[src/hdl/sms_pkg.sv]
`default_nettype none
// ----------------------------------------------------------------------------
// Servo motion scheduler package
// Shared request codes, status codes, move and divider request record types and a pulse clamp helper.
// ----------------------------------------------------------------------------
package sms_pkg;

    localparam logic [2:0] REQ_TICK   = 3'd0;
    localparam logic [2:0] REQ_PUSH   = 3'd1;
    localparam logic [2:0] REQ_SET    = 3'd2;
    localparam logic [2:0] REQ_PCT    = 3'd3;
    localparam logic [2:0] REQ_CENTER = 3'd4;
    localparam logic [2:0] REQ_RANGE  = 3'd5;
    localparam logic [2:0] REQ_CLEAR  = 3'd6;
    localparam logic [2:0] REQ_QUERY  = 3'd7;

    localparam logic [1:0] STAT_OK     = 2'd0;
    localparam logic [1:0] STAT_BAD_CH = 2'd1;
    localparam logic [1:0] STAT_FULL   = 2'd2;
    localparam logic [1:0] STAT_RANGE  = 2'd3;

    localparam logic KIND_PWM    = 1'b0;
    localparam logic KIND_STATUS = 1'b1;

    localparam logic [14:0] LIMIT_LOW_RESET  = 15'd450;
    localparam logic [14:0] LIMIT_HIGH_RESET = 15'd2500;
    localparam logic [15:0] PERIOD_RESET     = 16'd20000;
    localparam logic [12:0] OFF_MAX          = 13'd4096;
    localparam logic [6:0]  PCT_MAX          = 7'd100;
    localparam logic [15:0] TICKS_MAX        = 16'hFFFF;

    // Reciprocal of 100, exact for dividends below 2**22.
    localparam int          PCT_SH  = 29;
    localparam logic [22:0] PCT_MUL = 23'd5368710;

    typedef struct packed {
        logic [14:0] target;
        logic [15:0] ticks;
        logic [31:0] step;
        logic [14:0] start;
    } t_move;

    typedef struct packed {
        logic        start;
        logic [31:0] dividend;
        logic [15:0] divisor;
    } t_div_req;

    function automatic logic [14:0] clamp_pulse(input logic [31:0] p,
                                                input logic [14:0] lo,
                                                input logic [14:0] hi);
        logic [31:0] v;
        v = p;
        if (v < 32'(lo)) begin
            v = 32'(lo);
        end
        if (v > 32'(hi)) begin
            v = 32'(hi);
        end
        return v[14:0];
    endfunction

endpackage
`default_nettype wire

[src/hdl/sms_div.sv]
`default_nettype none
// ----------------------------------------------------------------------------
// Servo motion scheduler divider
// Unsigned restoring divider, 32-bit dividend by 16-bit divisor, one
// quotient bit per cycle.
// ----------------------------------------------------------------------------
module sms_div (
    input  wire logic            i_clk,
    input  wire logic            i_rst_n,
    input  wire sms_pkg::t_div_req i_req,
    output logic                 o_done,
    output logic [31:0]          o_quotient
);

    logic        r_busy;
    logic        r_done;
    logic [4:0]  r_cnt;
    logic [31:0] r_q;
    logic [15:0] r_rem;
    logic [15:0] r_div;
    logic [16:0] rem_sh;
    logic        ge;
    logic [16:0] rem_sub;
    logic [15:0] n_rem;

    always_comb begin
        rem_sh  = {r_rem, r_q[31]};
        ge      = rem_sh >= {1'b0, r_div};
        rem_sub = rem_sh - {1'b0, r_div};
        n_rem   = ge ? rem_sub[15:0] : rem_sh[15:0];
    end

    always_ff @(posedge i_clk) begin
        if (!i_rst_n) begin
            r_busy <= 1'b0;
            r_done <= 1'b0;
            r_cnt  <= '0;
        end else begin
            r_done <= 1'b0;
            if (i_req.start) begin
                r_busy <= 1'b1;
                r_cnt  <= '0;
            end else if (r_busy) begin
                r_cnt <= r_cnt + 5'd1;
                if (r_cnt == 5'd31) begin
                    r_busy <= 1'b0;
                    r_done <= 1'b1;
                end
            end
        end
    end

    always_ff @(posedge i_clk) begin
        if (i_req.start) begin
            r_q   <= i_req.dividend;
            r_rem <= '0;
            r_div <= i_req.divisor;
        end else if (r_busy) begin
            r_q   <= {r_q[30:0], ge};
            r_rem <= n_rem;
        end
    end

    assign o_done     = r_done;
    assign o_quotient = r_q;

endmodule
`default_nettype wire

[config.mk]
export PLATFORM = sky130hd
export DESIGN_NAME = sms_div
export DESIGN_NICKNAME = d
export VERILOG_FILES = /design/src/hdl/sms_pkg.sv /design/src/hdl/sms_div.sv
export SDC_FILE = /design/constraint.sdc
export NUM_CORES = 1
export LEC_CHECK = 0
export BUFFER_PORTS_ARGS = -buffer_cell sky130_fd_sc_hd__buf_2
export CELL_PAD_IN_SITES_DETAIL_PLACEMENT = 0
export CELL_PAD_IN_SITES_GLOBAL_PLACEMENT = 1
export CORE_UTILIZATION = 46
export DETAILED_ROUTE_END_ITERATION = 7
export PLACE_DENSITY = 0.83
export REMOVE_ABC_BUFFERS = 1
export SYNTH_ARGS = -nofsm -noshare
export SYNTH_HDL_FRONTEND = slang
export SYNTH_SLANG_ARGS = --single-unit
[constraint.sdc]
create_clock -name i_clk -period 4.8 [get_ports i_clk]
set_input_delay 0.96 -clock i_clk [delete_from_list [all_inputs] [get_ports i_clk]]
set_output_delay 0.96 -clock i_clk [all_outputs]
set_load 0.1 [all_outputs]
### Word-level counts from Yosys, hierarchy flattened

Cells that the tools add are included.
W data, S select, Z words.

| storage, ports and cells | value |
|---|---|
| flip-flop bits (word level) | 71 |
| output and inout port bits | 33 |
| bits of input ports | 51 |
| word-level logic and storage cells | 22 |

| cells by class | value |
|---|---|
| order comparisons | 1 |
| reductions and logical operators | 3 |
| $add $sub $neg | 2 |
| multiplexer cells | 7 |
| equality and inequality tests | 1 |
| bitwise gates (word level) | 2 |

Operator list:

| cell | count |
|---|---|
| $mux W32 | 2 |
| $ge A17 B16 Y1 | 1 |
| $mux W16 | 1 |
| $sub A16 B16 Y16 | 1 |
| $add A5 B1 Y5 const B | 1 |
| $eq A5 B5 Y1 const B | 1 |
| $mux W1 | 4 |
| $reduce_or A3 Y1 | 1 |
| $not A1 Y1 | 2 |
| $reduce_bool A2 Y1 | 1 |
| $reduce_or A2 Y1 | 1 |

### Logic depth before layout (Yosys ltp)

Gate-level depths: netlist (run 1).

| logic depth | value |
|---|---|
| depth after elaboration | 4 |
| mapped depth | 12 |
| mapped depth without buffers | 10 |

### Least setup slack after synthesis (run 1)

No wires, ideal clock.

| path | value |
|---|---|
| path kind | reg2reg |
| start | register r_q[31] (netlist: o_quotient[31]) |
| end | register r_rem[14] |
| data required time | 4.709 ns |
| library setup time | 0.091 ns |
| path slack | 1.886 ns |
| path buffers | 0 |
| data arrival time | 2.823 ns |
| period minus slack after synthesis | 2.914 ns |
| cell stages (with the launch flop) | 11 |
| cells stage by stage | edfxtp_1 > inv_1 > ha_1 > fa_1 > nor2b_1 > o31a_1 > nor3_1 > o21ai_0 > nor4bb_1 > o41ai_1 > a311oi_1 |

| on the way | value |
|---|---|
| longest elaborated chain between the ends | 2 |
| elaborated cells between the ends (all ways) | 3 |
| those cells by class | add/sub (1); order compare (1); mux (1) |

RTL lines:

| what | line | RTL |
|---|---|---|
| start: declaration | sms_div.sv:18 | `logic [31:0] r_q;` |
| start signal: assignment | sms_div.sv:55 | `r_q <= i_req.dividend;` |
| start signal: assignment | sms_div.sv:59 | `r_q <= {r_q[30:0], ge};` |
| $sub A16 B16 Y16 or $ge A17 B16 Y1 (tied branches) | sms_div.sv:29, sms_div.sv:28 |  |
| $mux W16 (*) | sms_div.sv:30 | `n_rem = ge ? rem_sub[15:0] : rem_sh[15:0];` |
| end signal: assignment | sms_div.sv:60 | `r_rem <= n_rem;` |
| end: declaration | sms_div.sv:19 | `logic [15:0] r_rem;` |

Mark *: on every way between the ends. The rest lies on a longest branch, timed or not.
A chain may end at the register's enable or synchronous reset.

### Final worst setup path (run 1)

| path | value |
|---|---|
| start | register r_div[6] |
| end | register r_rem[0] |

| on the way | value |
|---|---|
| longest elaborated chain between the ends | 2 |

RTL lines:

| what | line | RTL |
|---|---|---|
| start: declaration | sms_div.sv:20 | `logic [15:0] r_div;` |
| start signal: assignment | sms_div.sv:57 | `r_div <= i_req.divisor;` |
| $ge A17 B16 Y1 | sms_div.sv:28 | `ge = rem_sh >= {1'b0, r_div};` |
| $mux W16 | sms_div.sv:30 |  |

No other way between the ends.

==> results of run 1 <==
-- flip-flops by register name, summed over array words and instances (netlist names) --
signal	flops
o_done	1
r_cnt	5
o_quotient	32
r_rem	16
r_div	16
r_busy	1
-- per-stage QoR --
| step | hold WS (ns) | setup slack (ns) | cells | area [um^2] |
|---|---|---|---|---|
| floorplan | 0.467 | 1.83 | 326 | 3700 |
| global placement | 0.485 | 2.12 | 515 | 4270 |
| detailed placement | 0.491 | 2.02 | 515 | 4270 |
| CTS | 0.506 | 2.01 | 531 | 4460 |
| global route | 0.536 | 1.82 | 531 | 4460 |
| finish | 0.499 | 2.02 | 531 | 4460 |
-- how the worst max path moves through the flow --
stage,slack [ns],start,endpoint
2_1_floorplan,1.83,o_quotient[31],r_rem[4]
3_3_place_gp,2.12,r_div[6],r_rem[0]
3_5_place_dp,2.02,r_div[6],r_rem[0]
4_1_cts,2.01,r_div[6],r_rem[0]
5_1_grt,1.82,r_div[6],r_rem[0]
6_report,2.02,r_div[6],r_rem[0]
-- layer usage --
metal	vias to the layer above	GRT usage
met3	12	0.0493
met1	1324	0.267
met4	0	0.0872
met5	-	0
met2	90	0.315
li1	1420	-
-- placed cells by master, fill, tap and decap left out, types with 3 or more instances in the layout --
master and instances:
nand2_1 25, nand4_1 4, a211oi_1 4, clkbuf_8 9, buf_2 83, dfxtp_1 23, a21o_1 3, o21ai_0 8
edfxtp_1 48, nand2b_1 7, nor2b_1 4, buf_4 4, nor2_1 31, a311oi_1 11, xnor2_1 8, xor2_1 3
inv_1 24, clkinv_2 3, ha_1 18, a21oi_1 17, o21a_1 5, nand3_1 5, nor3_1 4, mux2_2 34
-- cells by family (layout without fill, tap and decap cells) --
kind of cell,after synthesis,in the layout,share of synthesized area
AO/OA/AOI/OAI,66,66,0.125
flip-flops,71,71,0.504
AND/OR/NAND/NOR,99,99,0.130
XOR/XNOR,11,11,0.0255
adder cells (fa/ha/maj),19,19,0.0650
buffers and inverters,39,127,0.0435
multiplexers,36,36,0.107
-- power breakdown --
group,total (mW),switching [mW],internal (mW),leakage (nW)
registers,0.753,0.0349,0.718,0.667
logic,0.556,0.395,0.161,1.08
clock network,0.472,0.233,0.238,0.0960
total,1.78,0.663,1.12,1.84
-- worst register-to-register path: stages, from the launching register on --
cell       delay (ns)
edfxtp_1         0.33
inv_1            0.04
ha_1             0.35
a21oi_1          0.24
nand2_1          0.08
o21ai_1          0.38
a2111oi_4        0.16
nor2_2           0.49
mux2_2           0.40
a211oi_1         0.22
-- cell type report --
| cell class | instances | share of cell area |
|---|---|---|
| flip-flops and latches | 71 | 0.426 |
| multi-input cells | 231 | 0.382 |
| repair buffers | 87 | 0.0999 |
| clock buffers | 10 | 0.0286 |
| well taps | 102 | 0.0286 |
| inverters | 24 | 0.0202 |
| clock inverters | 6 | 0.0137 |
==> key figures, run 1 <==
Run status
  • Status: finished, final reports clean

Route
  • Top layer in use: met4
  • Vias/cell: 5.36
  • WL met2: ~3600 um
  • WL final: 8060 um
  • DR pass1 iterations: 4
  • Antenna Nets Post-Route: 0
  • Initial DRC Count: between 100 and 150
  • WL per Instance: approximately 15 um
  • WL met3: around 490 um
  • Via count: 2846
  • # DRC: 0
  • Metal1 wirelength: 3820 um

Worst setup path
  • R2r setup slk: between 2 and 2.5 ns
  • Crit path depth: 9
  • Critical path type: flop to flop
  • CP max FO: 14
  • Critical path's top delay family: compound AO/OA/AOI/OAI gates
  • WP buf/inv: 1
  • Reg2reg end: r_rem[0]
  • Critical path data required time: a little over 5 ns
  • Critical Path Max Stage Delay: slightly below 0.5 ns
  • Worst r2r src: r_div[6]
  • CP Data Arrival Time: a little over 3 ns
  • Startpoint types: flop
  • Slowest CP cell: nor2_2
  • Worst setup EP type: flop
  • Reg2Reg Depth: 9
  • Worst-path cell chain: inv_1 > ha_1 > a21oi_1 > nand2_1 > o21ai_1 > a2111oi_4 > nor2_2 > mux2_2 > a211oi_1

Cells and area
  • N_diodes: 0
  • Reg area: about 1900 um^2
  • P&R area growth vs syn: 18.2%
  • Final core occ: 0.568
  • Share of cells above drive strength 1: 0.333
  • Final net count: slightly below 500
  • Fill cells: about 730
  • Multi-input gate area: about 1700 um^2

Timing
  • RSZ-0062 raised after global routing: false
  • Final hold violations: 0
  • Setup Viol. Count Final: 0
  • Period minus WS final: 2.78 ns
  • Slew Limit Fails: 0
  • Worst relative slew slack: 0.390
  • Final period utilization: 0.579
  • Clock skew: around 0.0081 ns
  • Slew @ Worst Pin: between 0.9 and 1 ns
  • Setup TNS: 0 ns
  • Max Clk Rate: between 300 and 400 MHz

Pwr
  • Worst-case vdd ir drop: 0.244 mV
  • LEAKAGE: about 1.8 nW
  • Overall Power: 1.78 mW
  • Pwr Density: approximately 400 nW/um^2

GRT
  • Largest net degree at the start of global routing: 37
  • First-pass GRT wire length: 13500 um
  • Grt total ovfl: 0
  • GRT Overall Usage: 0.202
  • Initial antenna violation count: 0
  • Vias in the first global route: roughly 2900

Floorplan
  • Die Span Y: slightly above 90 um
  • Core ar.: 7850 um^2
  • Floorplan row count: 32
  • IO Pins: between 80 and 90
  • Die area: ~8600 um^2
  • Die Wd: slightly above 90 um
  • Initial core utilization: 0.481

Yosys
  • Sequential area share after synthesis: 0.504
  • Area leader, netlist: edfxtp_1
  • Mean post-synth cell area: 11.1 um^2
  • Commonest cells post-synth: edfxtp_1 (48), mux2_2 (34), nor2_1 (31)
  • Synth top area cells: edfxtp_1 (38%), dfxtp_1 (12%), mux2_2 (10%)
  • Number of synthesized flops with an enable pin: 48
  • Async SR Flop Fraction: 0
  • Top-count cell post-synth: edfxtp_1
  • Yosys warns: 0
  • Yosys top cell area share: 0.382
  • Post-Syn Instances: between 300 and 400
  • Synthesized cell area: 3770 um^2
  • Top FF cell, synth: edfxtp_1
  • #FFs+latches synth: between 70 and 80
  • Library cells used by synthesis: 54

CTS
  • CTS root buffer: clkbuf_8
  • Reg clk slew, reported paths: 0.08 ns
  • Clock tree buffer depth: 2
  • Hold buffer count at CTS: 0
  • CTS resizes: 0
  • Post-CTS Setup Bufs: 0
  • TritonCTS clock tree: done
  • Clk_lat worst skew: 0.34 ns
  • CTS Sinks: 71
  • Num CTS Buffers: 9
  • CTS H-tree lvls: 3

Run
  • # Max-Cap Violations: 0

Worst hold path
  • Hold wc startpoint: r_rem[3]
  • Hold endpoint: r_rem[4]
  • Hold Crit Depth: 2
  • Hold Crit Class: flop to flop

Placement
  • Dpl hpwl: 5720 um
  • IO buf count: 83
  • Final GP Congestion: ~0.85
Power figures use the tool's default switching activity.
==> run 2, diff against run 1 <==
CORE_UTILIZATION = 42   (was 46)
PLACE_DENSITY = 0.76   (was 0.83)
clock period = 2.6 ns   (was 4.8 ns; I/O delays follow)
==> key figures, run 2 (same netlist as run 1, synthesis figures left out) <==
Run status
  • Status: finished, final reports clean

GRT
  • Initial antenna violation count: 0 (unchanged)
  • Busiest metal layer after global routing: met2
  • Grt total ovfl: 0 (unchanged)
  • Vias in the first global route: 2822 (-1.2%)
  • GRT met1 Usage: 0.257 (-0.00949)
  • Largest net degree at the start of global routing: 57 (+54%)
  • GRT Overall Usage: 0.187 (-0.0150)
  • M3 GR Usage: 0.0600 (+0.0107)
  • GR Util met2: 0.271 (-0.0434)
  • First-pass GRT wire length: 13900 um (+3.3%)

Pwr
  • Sw Share: 0.361 (-0.0112)
  • Worst-case vdd ir drop: 0.421 mV (+72%)
  • Comb pwr share: 0.311 (about the same)
  • Int Pwr: 2.22 mW (+98%)
  • Net Switching: 1.25 mW (+89%)
  • Clock network power share: 0.290 (+0.025)
  • Power share of the sequential group: 0.400 (-0.023)
  • Pwr Density: 750 nW/um^2 (+88%)
  • LEAKAGE: 1.89 nW (+2.9%)
  • Overall Power: 3.47 mW (+95%)

Route
  • WL final: 8270 um (+2.5%)
  • Antenna Nets Post-Route: 0 (unchanged)
  • # DRC: 0 (unchanged)
  • Via count: 2868 (+0.77%)
  • WL per Instance: 15.2 um (+0.25%)
  • Initial DRC Count: 120 (-9.1%)
  • Vias/cell: 5.28 (-1.5%)
  • DR pass1 iterations: 4 (unchanged)

Floorplan
  • Die Wd: 96.8 um (+4.5%)
  • Initial core utilization: 0.432 (-0.0481)
  • Die Span Y: 96.8 um (+4.5%)
  • Floorplan row count: 34 (+6.3%)
  • Core ar.: 8720 um^2 (+11%)
  • IO Pins: 84 (unchanged)
  • Die area: 9360 um^2 (+9.3%)

Cells and area
  • Final net count: 500 (+1.2%)
  • Max FFs per register: 32 (unchanged)
  • Share of cells above drive strength 1: 0.361 (+0.0276)
  • N_diodes: 0 (unchanged)
  • Post-route insts no fill: 543 (+2.3%)
  • Reg area: 1900 um^2 (unchanged)
  • Final core occ: 0.530 (-0.0383)
  • Commonest non-fill, non-tap cell in the layout: buf_2
  • Most frequent cells in the layout: buf_2 (83), edfxtp_1 (48), mux2_2 (34)
  • Fill cells: 798 (+9.6%)
  • Multi-input gate area: 1760 um^2 (+3.4%)
  • P&R area growth vs syn: 22.6%

CTS
  • Hold buffer count at CTS: 0 (unchanged)
  • CTS H-tree lvls: 3 (unchanged)
  • CTS Sinks: 71 (unchanged)
  • Clk_lat worst skew: 0.35 ns (about the same)
  • Reg clk slew, reported paths: 0.09 ns (about the same)
  • Clock tree buffer depth: 2 (unchanged)
  • CTS root buffer: clkbuf_8
  • TritonCTS clock tree: done
  • Num CTS Buffers: 9 (unchanged)

Timing
  • Max Clk Rate: 404 MHz (+12%)
  • Final hold violations: 0 (unchanged)
  • Setup Viol. Count Final: 0 (unchanged)
  • Clock skew: 0.0125 ns (+0.00440 ns)
  • Period minus WS final: 2.48 ns (-0.300 ns)
  • Worst relative slew slack: 0.664 (+0.274)
  • Slew Limit Fails: 0 (unchanged)
  • Slew @ Worst Pin: 0.507 ns (-0.406 ns)
  • Final period utilization: 0.953 (+0.374)
  • Worst hold margin: 0.336 ns (-0.163 ns)

Worst setup path
  • Setup crit start: r_div[10]
  • CP max FO: 7 (-7)
  • Worst r2r src: r_div[10]
  • Startpoint types: flop
  • Critical path type: flop to flop
  • Worst setup EP type: flop
  • CP Data Arrival Time: 2.74 ns (-0.30 ns)
  • Critical path data required time: 2.86 ns (-2.20 ns)

Placement
  • IO buf count: 83 (unchanged)
  • Placed insts: 527 (+2.3%)
  • Final GP Congestion: 0.815 (-3.9%)
  • Dpl hpwl: 5920 um (+3.6%)

Worst hold path
  • Hold Crit Class: input port to flop
  • Hold wc startpoint: i_req[13]

Run
  • # Max-Cap Violations: 0 (unchanged)
run 2: changes by cell type in the layout (fill, tap and decap cells not counted), sizes merged:
| cell | before | now |
|---|---|---|
| clkbuf | 10 | 13 |
| clkinv | 4 | 1 |
| inv | 24 | 25 |
| clkinvlp | 1 | 0 |
| buf | 87 | 93 |
run 2: what timing repair did:
item | 4_1_cts | 5_1_grt
gates resized for setup | 0 | 12
buffers inserted | 0 | 0
endpoints found under the setup margin | 0 | 15
run 2: through the flow:
step / setup TNS (ns) / worst slack (ns) / instance area (um^2)
final: 0 / 0.122 / 4620
after global routing: -0.0124 / -0.0124 / 4620
after floorplan: -3.83 / -0.371 / 3700
after CTS: 0 / 0.0618 / 4560
after detailed placement: 0 / 0.0915 / 4340
after global placement: 0 / 0.134 / 4340
run 2: worst paths after layout:
kind,end,slack (ns),cells after the start
setup reg to reg,r_rem[4],0.12,9
hold / removal,r_div[13],0.34,1
hold reg to reg,r_cnt[4],0.50,2
setup / recovery,r_rem[4],0.12,9
run 2: cell type report:
class | count | area share
Clock buffer | 13 | 0.0390
Timing Repair Buffer | 93 | 0.109
Tap cell | 108 | 0.0292
Sequential cell | 71 | 0.411
Inverter | 24 | 0.0195
Multi-Input combinational cell | 231 | 0.382
Clock inverter | 3 | 0.0103
run 2: per-layer routing:
metal  vias to the layer above  part of all wire
li1                       1433                 -
met1                      1334              0.48
met2                        94              0.44
met3                         7             0.072
met4                         0             0.013
met5                         -                 0
run 2: worst max-delay path, cell delays in order, from the launching register on:
cell and delay (ns):
edfxtp_1 0.35, inv_1 0.05, ha_1 0.42, a21oi_1 0.11, o21bai_1 0.17, nor2_1 0.07, o221ai_1 0.41, nor2_4 0.11
or3_1 0.42, a311oi_2 0.28
run 2: power groups by stage:
stage | registers (mW) | clock network (mW) | logic [mW]
after floorplan | 1.79 | 0 | 0.422
after global placement | 1.41 | 0 | 1.05
after detailed placement | 1.41 | 0 | 1.05
after CTS | 1.39 | 1.03 | 1.05
after global routing | 1.40 | 1.07 | 1.16
final | 1.39 | 1.01 | 1.08
==> run 3, diff against run 2 <==
PLACE_DENSITY = 0.83   (was 0.76)
==> key figures, run 3 (same netlist as run 1, synthesis figures left out) <==
Run status
  • Status: finished, final reports clean

GRT
  • M3 GR Usage: 0.0658 (+0.00578)
  • Initial antenna violation count: 0 (unchanged)
  • Grt total ovfl: 0 (unchanged)
  • Busiest metal layer after global routing: met2
  • First-pass GRT wire length: 13800 um (-0.65%)
  • Largest net degree at the start of global routing: 41 (-28%)
  • GRT met1 Usage: 0.243 (-0.0145)
  • GRT Overall Usage: 0.183 (-0.00370)
  • GR Util met2: 0.282 (+0.0108)
  • Vias in the first global route: 2884 (+2.2%)

Pwr
  • Power share of the sequential group: 0.402 (+0.002)
  • Clock network power share: 0.286 (-0.004)
  • Int Pwr: 2.20 mW (-0.59%)
  • Comb pwr share: 0.312 (about the same)
  • Net Switching: 1.25 mW (about the same)
  • Worst-case vdd ir drop: 0.501 mV (+19%)
  • Overall Power: 3.46 mW (-0.38%)
  • LEAKAGE: 1.89 nW (-0.39%)
  • Sw Share: 0.363 (+0.00138)
  • Pwr Density: 750 nW/um^2 (-0.11%)

CTS
  • CTS resizes: 0 (unchanged)
  • Hold buffer count at CTS: 0 (unchanged)
  • CTS Sinks: 71 (unchanged)
  • TritonCTS clock tree: done
  • CTS root buffer: clkbuf_8
  • Clk_lat worst skew: 0.35 ns (about the same)
  • CTS H-tree lvls: 3 (unchanged)
  • Post-CTS Setup Bufs: 0 (unchanged)
  • Num CTS Buffers: 9 (unchanged)
  • Clock tree buffer depth: 2 (unchanged)
  • Reg clk slew, reported paths: 0.09 ns (about the same)

Timing
  • Slew @ Worst Pin: 0.617 ns (+0.110 ns)
  • Slew Limit Fails: 0 (unchanged)
  • Worst relative slew slack: 0.588 (-0.0764)
  • RSZ-0062 raised after global routing: true
  • Final hold violations: 0 (unchanged)
  • Clock skew: 0.0107 ns (-0.00180 ns)
  • Final period utilization: 0.930 (-0.0236)
  • Setup Viol. Count Final: 0 (unchanged)
  • Max Clk Rate: 414 MHz (+2.5%)
  • Worst hold margin: 0.341 ns (+0.00410 ns)
  • Period minus WS final: 2.42 ns (-0.0613 ns)

Floorplan
  • Initial core utilization: 0.432 (unchanged)
  • Floorplan row count: 34 (unchanged)
  • Die Span Y: 96.8 um (unchanged)
  • IO Pins: 84 (unchanged)
  • Die Wd: 96.8 um (unchanged)
  • Die area: 9360 um^2 (unchanged)
  • Core ar.: 8720 um^2 (unchanged)

Cells and area
  • Commonest non-fill, non-tap cell in the layout: buf_2
  • Most frequent cells in the layout: buf_2 (83), edfxtp_1 (48), mux2_2 (34)
  • Final core occ: 0.529 (-0.00143)
  • Final instance area: 4610 um^2 (-0.27%)
  • Max FFs per register: 32 (unchanged)
  • P&R area growth vs syn: 22.2%
  • Final net count: 502 (+0.40%)
  • Share of cells above drive strength 1: 0.362 (+0.000637)
  • N_diodes: 0 (unchanged)

Run
  • # Max-Cap Violations: 0 (unchanged)

Route
  • WL per Instance: 15.2 um (-0.35%)
  • WL final: 8270 um (about the same)
  • Antenna Nets Post-Route: 0 (unchanged)
  • Initial DRC Count: 96 (-20%)
  • Vias/cell: 5.32 (+0.74%)
  • # DRC: 0 (unchanged)
  • Via count: 2900 (+1.1%)
  • DR pass1 iterations: 4 (unchanged)

Placement
  • Post-placement cell area: 4350 um^2 (+0.35%)
  • Dpl hpwl: 6000 um (+1.2%)
  • IO buf count: 83 (unchanged)
  • Final GP Congestion: 0.959 (+18%)

Worst setup path
  • Critical path data required time: 2.86 ns (about the same)
  • Worst setup EP type: flop
  • CP max FO: 6 (-1)
  • Startpoint types: flop
  • Critical path type: flop to flop
  • CP Data Arrival Time: 2.68 ns (-0.06 ns)

Worst hold path
  • Hold Crit Class: input port to flop
## run 3: final timing paths
kind,cells after the start,startpoint,slack [ns],to
hold reg to reg,2,r_rem[2],0.50,r_rem[3]
hold / removal,1,i_req[0],0.34,r_div[0]
setup / recovery,9,r_div[6],0.18,r_rem[4]
setup reg to reg,9,r_div[6],0.18,r_rem[4]
## run 3: metal layers
metal	wire, um	vias to the layer above
met3	627	8
met1	3880	1360
li1	-	1434
met2	3630	98
met5	0	-
met4	129	0
## run 3: cell type report
type	count	area, um^2
inverter	24	90.1
clock inverter	6	92.6
sequential	71	1900
clock buffer	10	128
fill	778	4110
multi-input combinational	231	1740
timing repair buffer	95	518
tap	108	135
## run 3: power groups by stage
stage / Clock (mW) / Sequential [mW] / Combinational, mW
final: 0.990 / 1.39 / 1.08
after global routing: 1.06 / 1.40 / 1.16
after CTS: 1.01 / 1.39 / 1.06
after detailed placement: 0 / 1.41 / 1.05
after global placement: 0 / 1.41 / 1.05
after floorplan: 0 / 1.79 / 0.422
## run 3: per-stage QoR
stage                     instances  setup WS, ns  TNS, ns
final                           545         0.183        0
after global routing            545      -0.00639  -0.0120
after CTS                       545        0.0739        0
after detailed placement        529        0.0784        0
after global placement          529         0.197        0
after floorplan                 326        -0.371    -3.83
## run 3: critical path, stage by stage, from the launching register on
cell and delay, ns:
edfxtp_1 0.33, inv_1 0.05, ha_2 0.37, a21oi_1 0.12, a21oi_1 0.13, o21ai_1 0.13, a2111oi_4 0.43, nor2_2 0.13
or3_1 0.39, a311oi_1 0.25
